--- src/rtl/ptcs_pkg.sv ---
// shared types, codes and sizes for the periodic task countdown scheduler
// no dependencies; used by every module of the block by scoped names
package ptcs_pkg;

    localparam int MAX_TASKS_DEF = 16;
    localparam int RESULT_LIMIT  = 16;
    localparam int RCW           = $clog2(RESULT_LIMIT + 1);
    localparam int QDEPTH        = 2;
    localparam int QAW           = 1;

    localparam logic [1:0] ACT_TICK  = 2'd0;
    localparam logic [1:0] ACT_ADD   = 2'd1;
    localparam logic [1:0] ACT_CLEAR = 2'd2;

    localparam logic [1:0] OP_TICK  = 2'd0;
    localparam logic [1:0] OP_ADD   = 2'd1;
    localparam logic [1:0] OP_CLEAR = 2'd2;
    localparam logic [1:0] OP_NOP   = 2'd3;

    localparam logic [1:0] STATUS_OK   = 2'd0;
    localparam logic [1:0] STATUS_FULL = 2'd1;
    localparam logic [1:0] STATUS_ZERO = 2'd2;

    typedef struct packed {
        logic [1:0]  action;
        logic [15:0] interval;
        logic [15:0] task_tag;
    } cmd_word_t;

    typedef struct packed {
        logic [15:0] fired_tag;
        logic        fired;
        logic [1:0]  status;
        logic        last;
    } result_word_t;

    typedef struct packed {
        logic [1:0]  op;
        logic        zero_interval;
        logic [15:0] interval;
        logic [15:0] task_tag;
    } queue_word_t;

endpackage

--- src/rtl/ptcs_front.sv ---
// front end: takes command words and classifies them into queue words
// depends on ptcs_pkg
module ptcs_front
(
    input  logic                   start,
    input  logic                   busy,
    input  ptcs_pkg::cmd_word_t    command,
    output logic                   push,
    output ptcs_pkg::queue_word_t  entry
);

    always_comb
    begin
        push                = start && !busy;
        entry.interval      = command.interval;
        entry.task_tag      = command.task_tag;
        entry.zero_interval = (command.interval == 16'd0);
        case (command.action)
            ptcs_pkg::ACT_TICK:  entry.op = ptcs_pkg::OP_TICK;
            ptcs_pkg::ACT_ADD:   entry.op = ptcs_pkg::OP_ADD;
            ptcs_pkg::ACT_CLEAR: entry.op = ptcs_pkg::OP_CLEAR;
            default:             entry.op = ptcs_pkg::OP_NOP;
        endcase
    end

endmodule

--- src/rtl/ptcs_queue.sv ---
// two-word queue between front end and execution unit
// depends on ptcs_pkg
module ptcs_queue
(
    input  logic                   clk,
    input  logic                   rst_n,
    input  logic                   push,
    input  ptcs_pkg::queue_word_t  push_word,
    input  logic                   pop,
    output ptcs_pkg::queue_word_t  head,
    output logic                   empty,
    output logic                   full
);

    ptcs_pkg::queue_word_t             slot_reg [ptcs_pkg::QDEPTH];
    logic [ptcs_pkg::QAW-1:0]          wr_ptr_reg;
    logic [ptcs_pkg::QAW-1:0]          wr_ptr_next;
    logic [ptcs_pkg::QAW-1:0]          rd_ptr_reg;
    logic [ptcs_pkg::QAW-1:0]          rd_ptr_next;
    logic [ptcs_pkg::QAW:0]            fill_reg;
    logic [ptcs_pkg::QAW:0]            fill_next;

    assign empty = (fill_reg == '0);
    assign full  = (fill_reg == (ptcs_pkg::QAW+1)'(ptcs_pkg::QDEPTH));
    assign head  = slot_reg[rd_ptr_reg];

    always_comb
    begin
        wr_ptr_next = wr_ptr_reg;
        rd_ptr_next = rd_ptr_reg;
        fill_next   = fill_reg;
        if (push)
        begin
            wr_ptr_next = wr_ptr_reg + 1'b1;
        end
        if (pop)
        begin
            rd_ptr_next = rd_ptr_reg + 1'b1;
        end
        if (push && !pop)
        begin
            fill_next = fill_reg + 1'b1;
        end
        else if (pop && !push)
        begin
            fill_next = fill_reg - 1'b1;
        end
    end

    always_ff @(posedge clk or negedge rst_n)
    begin
        if (!rst_n)
        begin
            wr_ptr_reg <= '0;
            rd_ptr_reg <= '0;
            fill_reg   <= '0;
        end
        else
        begin
            wr_ptr_reg <= wr_ptr_next;
            rd_ptr_reg <= rd_ptr_next;
            fill_reg   <= fill_next;
        end
    end

    always_ff @(posedge clk)
    begin
        if (push)
        begin
            slot_reg[wr_ptr_reg] <= push_word;
        end
    end

endmodule

--- src/rtl/ptcs_back.sv ---
// execution unit: task table memories, add/clear handling and the tick scan
// depends on ptcs_pkg
module ptcs_back
#(
    parameter int MAX_TASKS = ptcs_pkg::MAX_TASKS_DEF
)
(
    input  logic                    clk,
    input  logic                    rst_n,
    input  ptcs_pkg::queue_word_t   head,
    input  logic                    empty,
    output logic                    pop,
    output logic                    strobe,
    output ptcs_pkg::result_word_t  result
);

    localparam int AW = (MAX_TASKS > 1) ? $clog2(MAX_TASKS) : 1;
    localparam int CW = $clog2(MAX_TASKS + 1);

    localparam logic [0:0] ST_IDLE = 1'b0;
    localparam logic [0:0] ST_SCAN = 1'b1;

    logic [15:0] period_mem    [MAX_TASKS];
    logic [15:0] countdown_mem [MAX_TASKS];
    logic [15:0] tag_mem       [MAX_TASKS];

    logic [0:0]               state_reg,     state_next;
    logic [CW-1:0]            count_reg,     count_next;
    logic [AW-1:0]            scan_reg,      scan_next;
    logic                     issue_reg,     issue_next;
    logic                     pvld_reg,      pvld_next;
    logic [AW-1:0]            pidx_reg,      pidx_next;
    logic [ptcs_pkg::RCW-1:0] n_reg,         n_next;
    logic                     pend_vld_reg,  pend_vld_next;
    logic [15:0]              pend_tag_reg,  pend_tag_next;
    logic                     strobe_reg,    strobe_next;
    ptcs_pkg::result_word_t   result_reg,    result_next;

    logic [15:0]   rd_cd_reg;
    logic [15:0]   rd_per_reg;
    logic [15:0]   rd_tag_reg;
    logic [15:0]   dec;
    logic [CW-1:0] count_m1;
    logic          add_we;
    logic          cd_we;
    logic [AW-1:0] cd_wa;
    logic [15:0]   cd_wd;

    assign strobe   = strobe_reg;
    assign result   = result_reg;
    assign dec      = rd_cd_reg - 16'd1;
    assign count_m1 = count_reg - CW'(1);

    always_comb
    begin
        state_next    = state_reg;
        count_next    = count_reg;
        scan_next     = scan_reg;
        issue_next    = issue_reg;
        pvld_next     = 1'b0;
        pidx_next     = pidx_reg;
        n_next        = n_reg;
        pend_vld_next = pend_vld_reg;
        pend_tag_next = pend_tag_reg;
        strobe_next   = 1'b0;
        result_next   = result_reg;
        pop           = 1'b0;
        add_we        = 1'b0;
        cd_we         = 1'b0;
        cd_wa         = count_reg[AW-1:0];
        cd_wd         = head.interval;
        case (state_reg)
            ST_IDLE:
            begin
                if (!empty)
                begin
                    pop                   = 1'b1;
                    strobe_next           = 1'b1;
                    result_next.fired_tag = 16'd0;
                    result_next.fired     = 1'b0;
                    result_next.status    = ptcs_pkg::STATUS_OK;
                    result_next.last      = 1'b1;
                    case (head.op)
                        ptcs_pkg::OP_ADD:
                        begin
                            if (head.zero_interval)
                            begin
                                result_next.status = ptcs_pkg::STATUS_ZERO;
                            end
                            else if (count_reg >= CW'(MAX_TASKS))
                            begin
                                result_next.status = ptcs_pkg::STATUS_FULL;
                            end
                            else
                            begin
                                add_we     = 1'b1;
                                cd_we      = 1'b1;
                                count_next = count_reg + CW'(1);
                            end
                        end
                        ptcs_pkg::OP_CLEAR:
                        begin
                            count_next = '0;
                        end
                        ptcs_pkg::OP_TICK:
                        begin
                            if (count_reg != '0)
                            begin
                                strobe_next   = 1'b0;
                                state_next    = ST_SCAN;
                                scan_next     = count_m1[AW-1:0];
                                issue_next    = 1'b1;
                                n_next        = '0;
                                pend_vld_next = 1'b0;
                            end
                        end
                        default:
                        begin
                        end
                    endcase
                end
            end
            ST_SCAN:
            begin
                if (issue_reg)
                begin
                    pvld_next = 1'b1;
                    pidx_next = scan_reg;
                    if (scan_reg == '0)
                    begin
                        issue_next = 1'b0;
                    end
                    else
                    begin
                        scan_next = scan_reg - AW'(1);
                    end
                end
                if (pvld_reg)
                begin
                    cd_we = 1'b1;
                    cd_wa = pidx_reg;
                    cd_wd = dec;
                    if (dec == 16'd0)
                    begin
                        cd_wd = rd_per_reg;
                        if (n_reg < ptcs_pkg::RCW'(ptcs_pkg::RESULT_LIMIT))
                        begin
                            n_next        = n_reg + 1'b1;
                            pend_vld_next = 1'b1;
                            pend_tag_next = rd_tag_reg;
                            if (pend_vld_reg)
                            begin
                                // hand out the held one, the new one may be the last
                                strobe_next           = 1'b1;
                                result_next.fired_tag = pend_tag_reg;
                                result_next.fired     = 1'b1;
                                result_next.status    = ptcs_pkg::STATUS_OK;
                                result_next.last      = 1'b0;
                            end
                        end
                    end
                end
                if (!issue_reg && !pvld_reg)
                begin
                    state_next            = ST_IDLE;
                    strobe_next           = 1'b1;
                    result_next.fired_tag = pend_vld_reg ? pend_tag_reg : 16'd0;
                    result_next.fired     = pend_vld_reg;
                    result_next.status    = ptcs_pkg::STATUS_OK;
                    result_next.last      = 1'b1;
                    pend_vld_next         = 1'b0;
                end
            end
            default:
            begin
                state_next = ST_IDLE;
            end
        endcase
    end

    always_ff @(posedge clk or negedge rst_n)
    begin
        if (!rst_n)
        begin
            state_reg    <= ST_IDLE;
            count_reg    <= '0;
            issue_reg    <= 1'b0;
            pvld_reg     <= 1'b0;
            n_reg        <= '0;
            pend_vld_reg <= 1'b0;
            strobe_reg   <= 1'b0;
        end
        else
        begin
            state_reg    <= state_next;
            count_reg    <= count_next;
            issue_reg    <= issue_next;
            pvld_reg     <= pvld_next;
            n_reg        <= n_next;
            pend_vld_reg <= pend_vld_next;
            strobe_reg   <= strobe_next;
        end
    end

    always_ff @(posedge clk)
    begin
        scan_reg     <= scan_next;
        pidx_reg     <= pidx_next;
        pend_tag_reg <= pend_tag_next;
        result_reg   <= result_next;
    end

    always_ff @(posedge clk)
    begin
        if (add_we)
        begin
            period_mem[count_reg[AW-1:0]] <= head.interval;
            tag_mem[count_reg[AW-1:0]]    <= head.task_tag;
        end
        if (cd_we)
        begin
            countdown_mem[cd_wa] <= cd_wd;
        end
        rd_cd_reg  <= countdown_mem[scan_reg];
        rd_per_reg <= period_mem[scan_reg];
        rd_tag_reg <= tag_mem[scan_reg];
    end

endmodule

--- src/rtl/periodic_task_countdown_scheduler_core.sv ---
// top level of the periodic task countdown scheduler
// depends on ptcs_pkg, ptcs_front, ptcs_queue and ptcs_back
//
// A command word is taken when start is high and busy is low; busy is high only while the
// two-word command queue is full. Every command gives one or more result words, each shown
// for one cycle with strobe high; the receiver cannot stall them, and last marks the final
// word of a command. Add, clear, the unused action and a tick on an empty table are handled
// in the idle state of the execution unit; their word passes the queue slot and the result
// register. A tick walks the task table newest first through one memory read port, one
// task per cycle, and gives its last word once the walk is done; fired words come out
// during the walk. The queue absorbs the next commands meanwhile.
module periodic_task_countdown_scheduler_core
#(
    parameter int MAX_TASKS = ptcs_pkg::MAX_TASKS_DEF
)
(
    input  logic                    clk,
    input  logic                    rst_n,
    input  logic                    start,
    output logic                    busy,
    input  ptcs_pkg::cmd_word_t     command,
    output logic                    strobe,
    output ptcs_pkg::result_word_t  result
);

    logic                  push;
    logic                  pop;
    logic                  empty;
    ptcs_pkg::queue_word_t entry;
    ptcs_pkg::queue_word_t head;

    ptcs_front u_front
    (
        .start   (start),
        .busy    (busy),
        .command (command),
        .push    (push),
        .entry   (entry)
    );

    ptcs_queue u_queue
    (
        .clk       (clk),
        .rst_n     (rst_n),
        .push      (push),
        .push_word (entry),
        .pop       (pop),
        .head      (head),
        .empty     (empty),
        .full      (busy)
    );

    ptcs_back #(.MAX_TASKS(MAX_TASKS)) u_back
    (
        .clk    (clk),
        .rst_n  (rst_n),
        .head   (head),
        .empty  (empty),
        .pop    (pop),
        .strobe (strobe),
        .result (result)
    );

`ifndef SYNTHESIS
    a_fired_ok: assert property (@(posedge clk) disable iff (!rst_n)
        strobe && result.fired |-> result.status == ptcs_pkg::STATUS_OK)
        else $error("fired word with error status");

    a_idle_tag_zero: assert property (@(posedge clk) disable iff (!rst_n)
        strobe && !result.fired |-> result.fired_tag == 16'd0 && result.last)
        else $error("non-fired word with tag or without last");

    a_error_last: assert property (@(posedge clk) disable iff (!rst_n)
        strobe && result.status != ptcs_pkg::STATUS_OK |-> result.last)
        else $error("refused add not marked last");

    a_pop_needs_word: assert property (@(posedge clk) disable iff (!rst_n)
        pop |-> !empty)
        else $error("queue popped while empty");
`endif

endmodule
--- config.mk ---
export PLATFORM = sky130hd
export DESIGN_NAME = periodic_task_countdown_scheduler_core
export DESIGN_NICKNAME = d
export VERILOG_FILES = /design/src/rtl/ptcs_pkg.sv /design/src/rtl/ptcs_front.sv /design/src/rtl/ptcs_queue.sv /design/src/rtl/ptcs_back.sv /design/src/rtl/periodic_task_countdown_scheduler_core.sv
export SDC_FILE = /design/constraint.sdc
export NUM_CORES = 1
export LEC_CHECK = 0
export BUFFER_PORTS_ARGS = -buffer_cell sky130_fd_sc_hd__buf_4
export CORE_MARGIN = 2
export CORE_UTILIZATION = 50
export DETAILED_ROUTE_END_ITERATION = 6
export PLACE_DENSITY_LB_ADDON = 0.2
export SLEW_MARGIN = 25
export SYNTH_ARGS = -nofsm -noshare
export SYNTH_HDL_FRONTEND = slang
export SYNTH_SLANG_ARGS = --single-unit
--- constraint.sdc ---
create_clock -name clk -period 4.27 [get_ports clk]
set_input_delay 0.2135 -clock clk [delete_from_list [all_inputs] [get_ports clk]]
set_output_delay 0.2135 -clock clk [all_outputs]
set_load 0.01 [all_outputs]
# After elaboration in Yosys (flattened, before gate mapping)
# Memories as Yosys holds them, arrays and structs flattened. A register that Yosys moved wholly into a read port is not among the register bits.
# Cells that the tools add are included.
# word_totals
elab_cells,159
mem_count,4
mem_bits_rw,838
regBits,63
# op_classes
n_bitwise,2
magnitude_cmp,2
n_reduce_logical,26
n_addsub,9
n_mux,80
eq_ne,19
# memory_table
name,depth,word_bits,rd,rd_ports_with_merged_regs,wr,line,rtl
u_back.countdown_mem,16,16,1,1,1,ptcs_back.sv:24,logic [15:0] countdown_mem [MAX_TASKS];
u_back.period_mem,16,16,1,1,1,ptcs_back.sv:23,logic [15:0] period_mem [MAX_TASKS];
u_back.tag_mem,16,16,1,1,1,ptcs_back.sv:25,logic [15:0] tag_mem [MAX_TASKS];
u_queue.slot_reg,2,35,1,0,1,ptcs_queue.sv:15,ptcs_pkg::queue_word_t slot_reg [ptcs_pkg::QDEPTH];
# op_table
op,n
two-way mux 20 bit,6
two-way mux 16 bit,4
two-way mux 1 bit,41
two-way mux 5 bit,8
one-hot mux 20 bit (2 select lines),1
zero test 16 bit,2
two-way mux 4 bit,7
one-hot mux 5 bit (2 select lines),2
"inequality test 2 bit, second input constant",9
"subtractor 16 x 1 -> 16 bit, second input constant",1
AND reduction 5 bit,3
"inequality test 3 bit, second input constant",4
AND reduction 6 bit,2
"adder 5 x 1 -> 5 bit, second input constant",2
one-hot mux 1 bit (2 select lines),5
two-way mux 2 bit,4
one-hot mux 4 bit (2 select lines),1
"subtractor 4 x 1 -> 4 bit, second input constant",2
"equality test 2 bit, second input constant",3
zero test 2 bit,3
one-hot mux 2 bit (3 select lines),1
">= comparator 5 bit, second input constant",1
zero test 1 bit,5
"less-than comparator 5 bit, second input constant",1
other kinds (13),20

# Longest topological paths before layout
# Gate-level depths: netlist of run 1.
# depth
ltp_word,8
mapped_depth,10

# By module
# A second synthesis of run 1 with hierarchy kept.
# hier_totals
hier_cells,1624
hier_area_um2,36204.7
# by_module_without_submodules
mod,n_inst,seq_area_each_um2,cells_per_inst,area_per_inst_um2
ptcs_back,1,25719.7,1459,33054.2
ptcs_queue,1,2202.1,125,2862.7
ptcs_front,1,0.0,40,287.8

# Worst setup path after synthesis of run 1
# No wires, ideal clock.
# synth_path
path_type,register to register
from,reg u_back.rd_cd_reg[0] (read register of u_back.countdown_mem)
to,reg u_back.pend_tag_reg[0] (enable)
arrival_time_ps,3057
required_time_ps,3861
setup_ps,409
path_stages_with_launch,9
setup_slack_ps,804
period_less_slack_ps,3466
path_cell_list,dfxtp_1 inv_1 ha_1 nor3b_2 o2111a_1 o32ai_1 nand3_1 or2_2 nor3_1
# synth_between
elab_chain_cells,3
# synth_lines
item,line,rtl
"start, declared",ptcs_back.sv:39,logic [15:0] rd_cd_reg;
subtractor 16 x 1 -> 16 bit,ptcs_back.sv:51,assign dec = rd_cd_reg - 16'd1;
zero test 16 bit,ptcs_back.sv:143,if (dec == 16'd0)
AND reduction 4 bit (no source line),n/a,
"end signal, assigned",ptcs_back.sv:209,pend_tag_reg <= pend_tag_next;
"end, declared",ptcs_back.sv:35,"logic [15:0] pend_tag_reg, pend_tag_next;"
# Every way passes these cells.
# A chain may end at the register's enable or synchronous reset.

# Worst setup path in the final report of run 1
# layout_path
from,reg u_queue.rd_ptr_reg
to,mem u_back.period_mem[11][4] (enable)
# layout_between
elab_chain_cells,7
elab_cells_between_ends,8
# layout_lines
item,line,rtl
"start, declared",ptcs_queue.sv:18,logic [ptcs_pkg::QAW-1:0] rd_ptr_reg;
"start signal, assigned",ptcs_queue.sv:61,rd_ptr_reg <= rd_ptr_next;
memory read (2 x 35 bit) *,n/a,
equality test 2 x 1 -> 1 bit / two-way mux 1 bit (equally long branches),"ptcs_back.sv:83, ptcs_back.sv:86",
two-way mux 1 bit *,ptcs_back.sv:83,case (head.op)
two-way mux 1 bit *,ptcs_back.sv:75,if (!empty)
two-way mux 1 bit *,ptcs_back.sv:72,case (state_reg)
two-way mux 1 bit *,ptcs_back.sv:215,if (add_we)
two-way mux 1 bit (not written as such) *,ptcs_back.sv:217,period_mem[count_reg[AW-1:0]] <= head.interval;
"end, declared",ptcs_back.sv:23,
# Mark *: on every way between the ends. The rest lies on a longest branch, timed or not.

==> impl_metrics.py, run 1 <==
metrics = {
    "route": {
        "drt_iter0_markers": 1794,
        "first_pass_iters": 6,
        "routedWlPerCell_um": 28.0,
        "wl_um": 78700,
        "drcViolationCount": 0,
        "ant_nets": 0,
        "via_count": 16800,
        "vias_per_cell": 5.97,
    },
    "global_routing": {
        "grt_pass1_wl_um": 117000,
        "grt_pass1_vias": 17300,
        "grt-ovfl-total": 0,
        "grt_max_degree": 127,
        "antenna_found_initial": 3,
        "grtUsageTotal_pct": 21.8,
    },
    "final_layout": {
        "finalNetCount": 1821,
        "fill_cells": 5040,
        "fin_util_pct": 58.5,
        "instances_no_fill": 2808,
        "drive_gt1_share_pct": 31.5,
        "syn2layout_area_growth_pct": 16.3,
    },
    "sta": {
        "fmax_mhz": 290,
        "fin_crit_sh_pct": 80.7,
        "finalCriticalPeriod_ns": 3.45,
        "rsz0062_at_grt": "no",
        "whs_ns": 0.177,
        "tns_ns": 0,
        "tightest_slew_ns": 0.869,
        "drv_slew": 0,
        "fin_worst_skew_ns": 0.0200,
        "slew_headroom_pct": 42.1,
        "hold_viol": 0,
        "setup_viol": 0,
    },
    "power": {
        "p_leak_uw": 0.0134,
        "powerDensity_nw_per_um2": 688,
        "ir_drop_mv": 0.726,
    },
    "floorplanning": {
        "die-width_um": 272,
        "die_h_um": 272,
        "io_pins": 59,
        "die-area_sq_um": 73800,
        "rows": 98,
        "initial_core_util_pct": 50.3,
        "core_area_sq_um": 71200,
    },
    "place": {
        "gp_congestion": 0.904,
        "dp.cells": 2590,
        "hpwl_um": 45600,
        "port_buffers": 58,
    },
    "worst_setup_path": {
        "end_kind": "flop",
        "path_max_fanout": 19,
        "startpoint_type": "flop",
        "cpMaxStageDelayCell": "dfrtp_2",
        "worstPathCellList": "mux2i_1 -> o211ai_1 -> nor2_1 -> nand2_1 -> nor2_4 -> buf_4",
        "timing.critical_path.buf_inv": 1,
        "slowest_delay_ns": 0.64,
        "critical_path_arrival_ns": 3.75,
        "cp.required_ns": 4.58,
        "criticalPathCategory": "flop to flop",
        "crit_family": "simple AND/OR/NAND/NOR gates",
    },
    "logic_synthesis": {
        "synth.area.top_cells": "edfxtp_1, mux4_2, dfxtp_1, dfrtp_1, mux2_2",
        "synthCells": 1599,
        "yosysMostFrequentCell": "edfxtp_1",
        "ys.flop_type": "edfxtp_1",
        "synth-edff-count": 882,
        "synth_top_area_cell": "edfxtp_1",
        "yosys_warnings": 0,
        "synth_nets": 1645,
        "avgSynthCellArea_sq_um": 22.4,
        "synth-seq-area-share_pct": 77.9,
        "yosysTopAreaCellShare_pct": 73.9,
        "synth.top_cells.by_count": "edfxtp_1, mux4_2, nor2_1",
        "ys_ff_latch": 949,
        "async_flop_share_pct": 2.00,
        "yosysUniqueCellTypes": 60,
        "synthesis.area_sq_um": 35800,
    },
    "clock_tree": {
        "cts.sinks": 949,
        "clock_latency_ns": 0.65,
        "cts-htree-levels": 3,
        "path_clk_slew_ns": 0.06,
        "clock_tree.root_cell": "clkbuf_16",
        "cts-buffers-inserted": 94,
        "ctsLongestPathBuffers": 3,
        "cts_tree": "yes",
        "post_cts_resized": 0,
    },
    "run_status": {
        "status": "finished clean",
    },
    "hold_path": {
        "worstHoldPathType": "input port to asynchronous set/reset pin",
    },
    "job": {
        "maxCapViolations": 0,
    },
}
-- per-stage QoR --
step / cell area, sq um / total power [uW] / setup slack (ns)
final: 41700 / 28700 / 0.825
after detailed placement: 38000 / 20300 / 0.751
after CTS: 41700 / 28900 / 0.726
after global placement: 38000 / 20200 / 0.999
after global routing: 41700 / 29800 / 0.672
after floorplan: 35800 / 17600 / 0.804
-- layout make-up --
class | instances | area [sq um] | share of cell area [%]
clock inverter | 46 | 649 | 1.56
inverter | 18 | 67.6 | 0.162
multi-input combinational | 558 | 7760 | 18.6
tap | 950 | 1190 | 2.85
clock buffer | 132 | 2620 | 6.28
antenna | 1 | 2.50 | 0.00600
timing repair buffer | 154 | 1480 | 3.55
sequential | 949 | 27900 | 67.0
-- worst reg2reg max path, stage by stage, from the launching register on --
cell	delay, ns
dfrtp_2	0.64
mux2i_1	0.33
o211ai_1	0.20
nor2_1	0.54
nand2_1	0.39
nor2_4	0.60
buf_4	0.41
-- per-layer routing --
layer	vias up	part of all wire (%)	routed length, um	track usage [%]
met3	99	5.9	4620	3.34
met2	577	50	39200	35.5
met4	2	2.0	1600	5.90
met1	9034	42	33300	31.1
met5	-	0.017	13	0
li1	7056	-	-	-
-- final timing paths --
path                                                 from                                  to  slack, ns  depth (start not counted)
setup / recovery           u_queue.rd_ptr_reg$_DFFE_PN0P_  u_back.period_mem[11][4]$_DFFE_PP_       0.82                          6
hold / removal                                      rst_n             u_back.strobe$_DFF_PN0_       0.18                          3
setup reg to reg           u_queue.rd_ptr_reg$_DFFE_PN0P_  u_back.period_mem[11][4]$_DFFE_PP_       0.82                          6
hold reg to reg              u_back.rd_tag_reg[5]$_DFF_P_    u_back.pend_tag_reg[5]$_DFFE_PP_       0.40                          0
max in group asynchronous                           rst_n      u_queue.rd_ptr_reg$_DFFE_PN0P_       3.69                          3
min in group clk                               command[6]    u_queue.slot_reg[1][6]$_DFFE_PP_       0.30                          2
-- layout by cell type (no fill, tap or decap), drive strengths merged, types with 3 or more instances in the layout --
master	netlist	routed
nand4	4	4
nand2b	3	3
nand3b	4	4
dlygate4sd3	0	36
xor2	12	12
a31o	6	6
inv	17	21
nor2b	18	18
nand3	13	13
o21ai	11	11
nor3b	5	5
bufinv	0	14
buf	21	117
dfrtp	19	19
or4	4	4
nor3	6	6
and3	4	4
clkbuf	53	133
a31oi	15	15
nand2	25	25
mux2i	6	6
nor2	68	68
or2	4	4
and2	5	5
clkinv	1	28
edfxtp	882	882
a32oi	3	3
o31ai	8	8
ha	9	9
mux4	240	240
and4	4	4
nor4	11	11
dfxtp	48	48
a21oi	11	11
mux2	33	33
xnor2	8	8
-- logic make-up (layout without fill, tap and decap cells) --
logic type               after synthesis  in the layout  share of synthesized area (%)
flip-flops                           949            949                           77.9
multiplexers                         279            279                           16.3
other                                  0              1                              0
XOR/XNOR                              20             20                          0.489
AO/OA/AOI/OAI                         67             67                           1.30
AND/OR/NAND/NOR                      183            183                           2.65
adder cells (fa/ha/maj)                9              9                          0.314
buffers and inverters                 92            350                           1.02
-- report_power, final --
group	switching, uW	leakage, uW	internal (uW)	total, uW
clock network	3430	0.00159	5160	8580
registers	564	0.00864	12100	12700
logic	4250	0.00318	3190	7440
-- timing repair --
action	in CTS	in global routing
buffers inserted	0	0
hold buffers	37	0
endpoints found under the hold margin	88	0
(Power assumes the default switching activity.)
==> run 2: changes to the inputs <==
clock period = 3.1 ns   (was 4.27 ns; I/O delays follow)
==> impl_metrics.py, run 2 (synthesized netlist as in run 1, its figures left out) <==
metrics = {
    "global_routing": {
        "met2_usage_pct": 35.6,
        "grtUsageTotal_pct": 21.3,
        "antenna_found_initial": 3,
        "grtUsageMet1_pct": 29.2,
        "grt_max_degree": 52,
        "grt_use_met3_pct": 3.64,
        "grt-ovfl-total": 0,
        "grt_pass1_wl_um": 114000,
        "top_usage_layer": "met2",
        "grt_pass1_vias": 17400,
    },
    "place": {
        "hpwl_um": 42600,
        "port_buffers": 58,
        "dpl_worst_slack_ns": 0.170,
        "gp_congestion": 0.853,
        "dp.cells": 2609,
    },
    "floorplanning": {
        "die-area_sq_um": 73800,
        "die-width_um": 272,
        "io_pins": 59,
        "rows": 98,
        "core_area_sq_um": 71200,
        "initial_core_util_pct": 50.3,
        "die_h_um": 272,
    },
    "worst_setup_path": {
        "worstPathCellList": "nor4_4 -> nand2_2 -> or4_4 -> and3_1 -> buf_4 -> a31o_1 -> mux2_4",
        "cp.depth": 7,
        "cp.required_ns": 3.47,
        "timing.critical_path.buf_inv": 1,
        "criticalPathCategory": "flop to flop",
        "path_max_fanout": 16,
        "critical_path_arrival_ns": 3.25,
        "crit_family": "simple AND/OR/NAND/NOR gates",
        "slowest_delay_ns": 0.53,
        "end_kind": "flop",
        "startpoint_type": "flop",
        "cpMaxStageDelayCell": "or4_4",
        "reg2reg_depth": 7,
    },
    "sta": {
        "rsz0062_at_grt": "no",
        "finalCriticalPeriod_ns": 2.88,
        "fin_crit_sh_pct": 93.0,
        "setup_slack_ns": 0.216,
        "tightest_slew_ns": 0.777,
        "hold_viol": 0,
        "drv_slew": 0,
        "whs_ns": 0.137,
        "fin_worst_skew_ns": 0.0296,
        "setup_viol": 0,
        "slew_headroom_pct": 48.0,
        "fmax_mhz": 347,
        "tns_ns": 0,
    },
    "route": {
        "ant_nets": 0,
        "routedWlPerCell_um": 27.1,
        "drt_iter0_markers": 1634,
        "wl_um": 76600,
        "via_count": 16600,
        "drcViolationCount": 0,
        "vias_per_cell": 5.89,
        "first_pass_iters": 5,
    },
    "power": {
        "p_sw_uw": 11100,
        "power_frac_clock_pct": 29.2,
        "p_comb_share_pct": 26.5,
        "switching_share_pct": 28.6,
        "ir_drop_mv": 0.569,
        "powerDensity_nw_per_um2": 932,
        "power_frac_seq_pct": 44.3,
        "internal_power_uw": 27900,
        "p_leak_uw": 0.0135,
    },
    "final_layout": {
        "diodes": 0,
        "syn2layout_area_growth_pct": 16.8,
        "final_cell_mix": "edfxtp_1, mux4_2, buf_4, clkbuf_16, dfxtp_1",
        "drive_gt1_share_pct": 32.3,
        "finalNetCount": 1838,
        "instances_no_fill": 2822,
        "layout_commonest_cell": "edfxtp_1",
    },
    "clock_tree": {
        "ctsLongestPathBuffers": 3,
        "clock_latency_ns": 0.65,
        "cts-buffers-inserted": 94,
        "clock_tree.root_cell": "clkbuf_16",
        "cts.sinks": 949,
        "cts_tree": "yes",
        "cts-htree-levels": 3,
        "postCtsSetupBuffers": 0,
        "path_clk_slew_ns": 0.06,
    },
    "run_status": {
        "status": "finished clean",
    },
    "job": {
        "maxCapViolations": 0,
    },
    "hold_path": {
        "worstHoldPathType": "input port to asynchronous set/reset pin",
    },
}
==> run 2: cell types whose count changed in the layout (fill, tap and decap cells not counted), sizes merged <==
cell and delta:
bufinv -6, clkbuf -5, diode -1, inv +2, buf +18, clkinv +6
==> run 2: final cells by class <==
cell class	count	area, sq um
repair buffers	171	1800
inverters	18	67.6
flip-flops and latches	949	27900
fillers	5056	29400
multi-input cells	558	7760
well taps	950	1190
clock buffers	128	2630
clock inverters	48	497
==> run 2: worst register-to-register path, cell delays in order, from the launching register on <==
cell and delay [ns]:
dfxtp_1 0.36, nor4_4 0.50, nand2_2 0.16, or4_4 0.53
and3_1 0.30, buf_4 0.22, a31o_1 0.21, mux2_4 0.33
==> run 2: path summary, 6_finish.rpt <==
check | startpoint | endpoint | slack (ns)
worst max-delay path | u_back.rd_cd_reg[0]$_DFF_P_ | u_back.countdown_mem[5][5]$_DFFE_PP_ | 0.22
worst min register to register | u_back.rd_tag_reg[4]$_DFF_P_ | u_back.pend_tag_reg[4]$_DFFE_PP_ | 0.40
worst min-delay path | rst_n | u_back.n_reg[0]$_DFFE_PN0P_ | 0.14
max in group asynchronous | rst_n | u_queue.rd_ptr_reg$_DFFE_PN0P_ | 2.58
worst max register to register | u_back.rd_cd_reg[0]$_DFF_P_ | u_back.countdown_mem[5][5]$_DFFE_PP_ | 0.22
min in group clk | command[11] | u_queue.slot_reg[0][11]$_DFFE_PP_ | 0.23
==> run 2: what timing repair did <==
action,4_1_cts,5_1_grt
setup endpoints to repair,0,96
hold endpoints to repair,88,0
hold buffers,37,0
resized for setup,0,6
==> run 2: routing by layer <==
metal / vias up / wire length [um]
li1: 7085 / -
met1: 8906 / 32000
met2: 519 / 38700
met3: 110 / 4290
met4: 2 / 1560
met5: - / 13
==> run 2: through the flow <==
step / instance area [sq um] / total power [uW] / utilization, %
3_5_place_dp: 38400 / 28000 / 53.8
2_1_floorplan: 35800 / 24200 / -
5_1_grt: 41900 / 40600 / 58.8
4_1_cts: 41900 / 39400 / 58.7
6_report: 41900 / 39000 / 58.8
3_3_place_gp: 38400 / 27800 / 53.8
==> run 2: power by group through the flow <==
stage / combinational (uW) / sequential (uW) / clock (uW)
floorplan: 6940 / 17300 / 0
global placement: 10300 / 17500 / 0
detailed placement: 10500 / 17500 / 0
CTS: 10500 / 17300 / 11600
global route: 11100 / 17400 / 12100
finish: 10300 / 17300 / 11400
==> run 3: changes to the inputs <==
CORE_UTILIZATION = 55   (was 50)
==> impl_metrics.py, run 3 (synthesized netlist as in run 1, its figures left out) <==
metrics = {
    "run_status": {
        "status": "finished clean",
    },
    "clock_tree": {
        "cts_tree": "yes",
        "cts-htree-levels": 3,
        "path_clk_slew_ns": 0.06,
        "postCtsSetupBuffers": 0,
        "cts.sinks": 949,
        "clock_latency_ns": 0.64,
        "cts-buffers-inserted": 93,
        "clock_tree.root_cell": "clkbuf_16",
        "ctsLongestPathBuffers": 3,
    },
    "final_layout": {
        "final_cell_mix": "edfxtp_1, mux4_2, buf_4, clkbuf_16, nor2_1",
        "finalNetCount": 1840,
        "layout_commonest_cell": "edfxtp_1",
        "fill_cells": 4282,
        "syn2layout_area_growth_pct": 15.9,
        "seqCellArea_sq_um": 27900,
        "diodes": 0,
        "instances_no_fill": 2729,
        "drive_gt1_share_pct": 31.6,
        "multiInputGateArea_sq_um": 7720,
        "final_cell_area_sq_um": 41500,
    },
    "worst_setup_path": {
        "end_kind": "flop",
        "critical_path_arrival_ns": 3.21,
        "startpoint": "u_back.rd_cd_reg[1]$_DFF_P_",
        "criticalPathCategory": "flop to flop",
        "startpoint_type": "flop",
        "r2r_start": "u_back.rd_cd_reg[1]$_DFF_P_",
        "path_max_fanout": 16,
        "cp.required_ns": 3.43,
    },
    "global_routing": {
        "grtUsageTotal_pct": 23.3,
        "grt_pass1_vias": 17500,
        "grt-ovfl-total": 0,
        "antenna_found_initial": 4,
        "grt_pass1_wl_um": 113000,
        "grt_max_degree": 74,
    },
    "sta": {
        "fin_worst_skew_ns": 0.0293,
        "drv_slew": 0,
        "tightest_slew_ns": 0.759,
        "setup_viol": 0,
        "slew_headroom_pct": 49.2,
        "finalCriticalPeriod_ns": 2.88,
        "rsz0062_at_grt": "no",
        "fin_crit_sh_pct": 93.0,
        "fmax_mhz": 347,
        "whs_ns": 0.187,
        "hold_viol": 0,
    },
    "floorplanning": {
        "rows": 93,
        "io_pins": 59,
        "core_area_sq_um": 64500,
        "die_h_um": 259,
        "die-area_sq_um": 67200,
        "die-width_um": 259,
        "initial_core_util_pct": 55.6,
    },
    "power": {
        "ir_drop_mv": 0.713,
        "power_uw": 38700,
        "powerDensity_nw_per_um2": 931,
        "p_leak_uw": 0.0134,
    },
    "route": {
        "routedWlPerCell_um": 27.8,
        "vias_per_cell": 6.18,
        "drt_iter0_markers": 1635,
        "wl_um": 75900,
        "ant_nets": 0,
        "via_count": 16900,
        "first_pass_iters": 5,
        "drcViolationCount": 0,
    },
    "place": {
        "dpl-instance-area_sq_um": 38100,
        "port_buffers": 58,
        "hpwl_um": 41800,
        "gp_congestion": 0.871,
        "dp.cells": 2517,
    },
    "job": {
        "maxCapViolations": 0,
    },
    "hold_path": {
        "worstHoldPathType": "input port to asynchronous set/reset pin",
    },
}
run 3: cell types whose count changed in the layout (fill, tap and decap cells not counted), moves of 2 or more:
cell        delta
buf_4         +11
inv_16         -2
buf_12         -8
clkbuf_8       -6
nor2_2        -14
clkinvlp_4     +5
nor2_1        +14
clkinv_2       +4
inv_6          -2
run 3: per-stage QoR:
| step | utilization [%] | setup TNS (ns) | setup WS [ns] |
|---|---|---|---|
| 3_5_place_dp | 59.1 | 0 | 0.110 |
| 2_1_floorplan | - | -112.85 | -0.229 |
| 6_report | 64.4 | 0 | 0.217 |
| 5_1_grt | 64.4 | 0 | 0.0719 |
| 4_1_cts | 64.4 | 0 | 0.0606 |
| 3_3_place_gp | 59.1 | 0 | 0.225 |
run 3: worst paths after layout:
check / to / slack (ns) / depth (start not counted)
min in group clk: u_queue.slot_reg[0][4]$_DFFE_PP_ / 0.23 / 2
setup / recovery: u_back.pend_tag_reg[12]$_DFFE_PP_ / 0.22 / 10
setup reg to reg: u_back.pend_tag_reg[12]$_DFFE_PP_ / 0.22 / 10
hold reg to reg: u_back.pend_tag_reg[15]$_DFFE_PP_ / 0.40 / 0
hold / removal: u_back.n_reg[1]$_DFFE_PN0P_ / 0.19 / 3
max in group asynchronous: u_queue.rd_ptr_reg$_DFFE_PN0P_ / 2.54 / 3
run 3: report_power, final:
part | total (uW) | switching, uW | internal (uW)
combinational | 10300 | 5770 | 4550
sequential | 17300 | 608 | 16700
clock | 11100 | 4630 | 6440
total | 38700 | 11000 | 27600
run 3: routing by layer:
metal	up-vias	share of wire, %	track usage, %
met3	142	6.4	4.21
li1	7081	-	-
met4	2	2.9	7.36
met2	605	51	38.7
met1	9028	40	32.0
met5	-	0.011	0
run 3: final cells by class:
cell class	count	area share, %
Sequential cell	949	67.2
Multi-Input combinational cell	558	18.6
Clock buffer	123	6.20
Timing Repair Buffer	174	4.14
Tap cell	855	2.58
Clock inverter	52	1.11
Inverter	18	0.163
run 3: worst max-delay path, stage by stage, from the launching register on:
cell,delay [ns]
dfxtp_1,0.40
inv_1,0.09
ha_1,0.22
nor3b_2,0.20
o2111a_1,0.24
o32ai_1,0.29
nand3_1,0.17
buf_4,0.19
or2_2,0.33
nor3_4,0.20
buf_12,0.21
run 3: repair_timing:
| item | in CTS | in global routing |
|---|---|---|
| endpoints found under the hold margin | 90 | 0 |
| gates resized for setup | 0 | 6 |
| endpoints found under the setup margin | 0 | 82 |
| hold buffers | 37 | 0 |
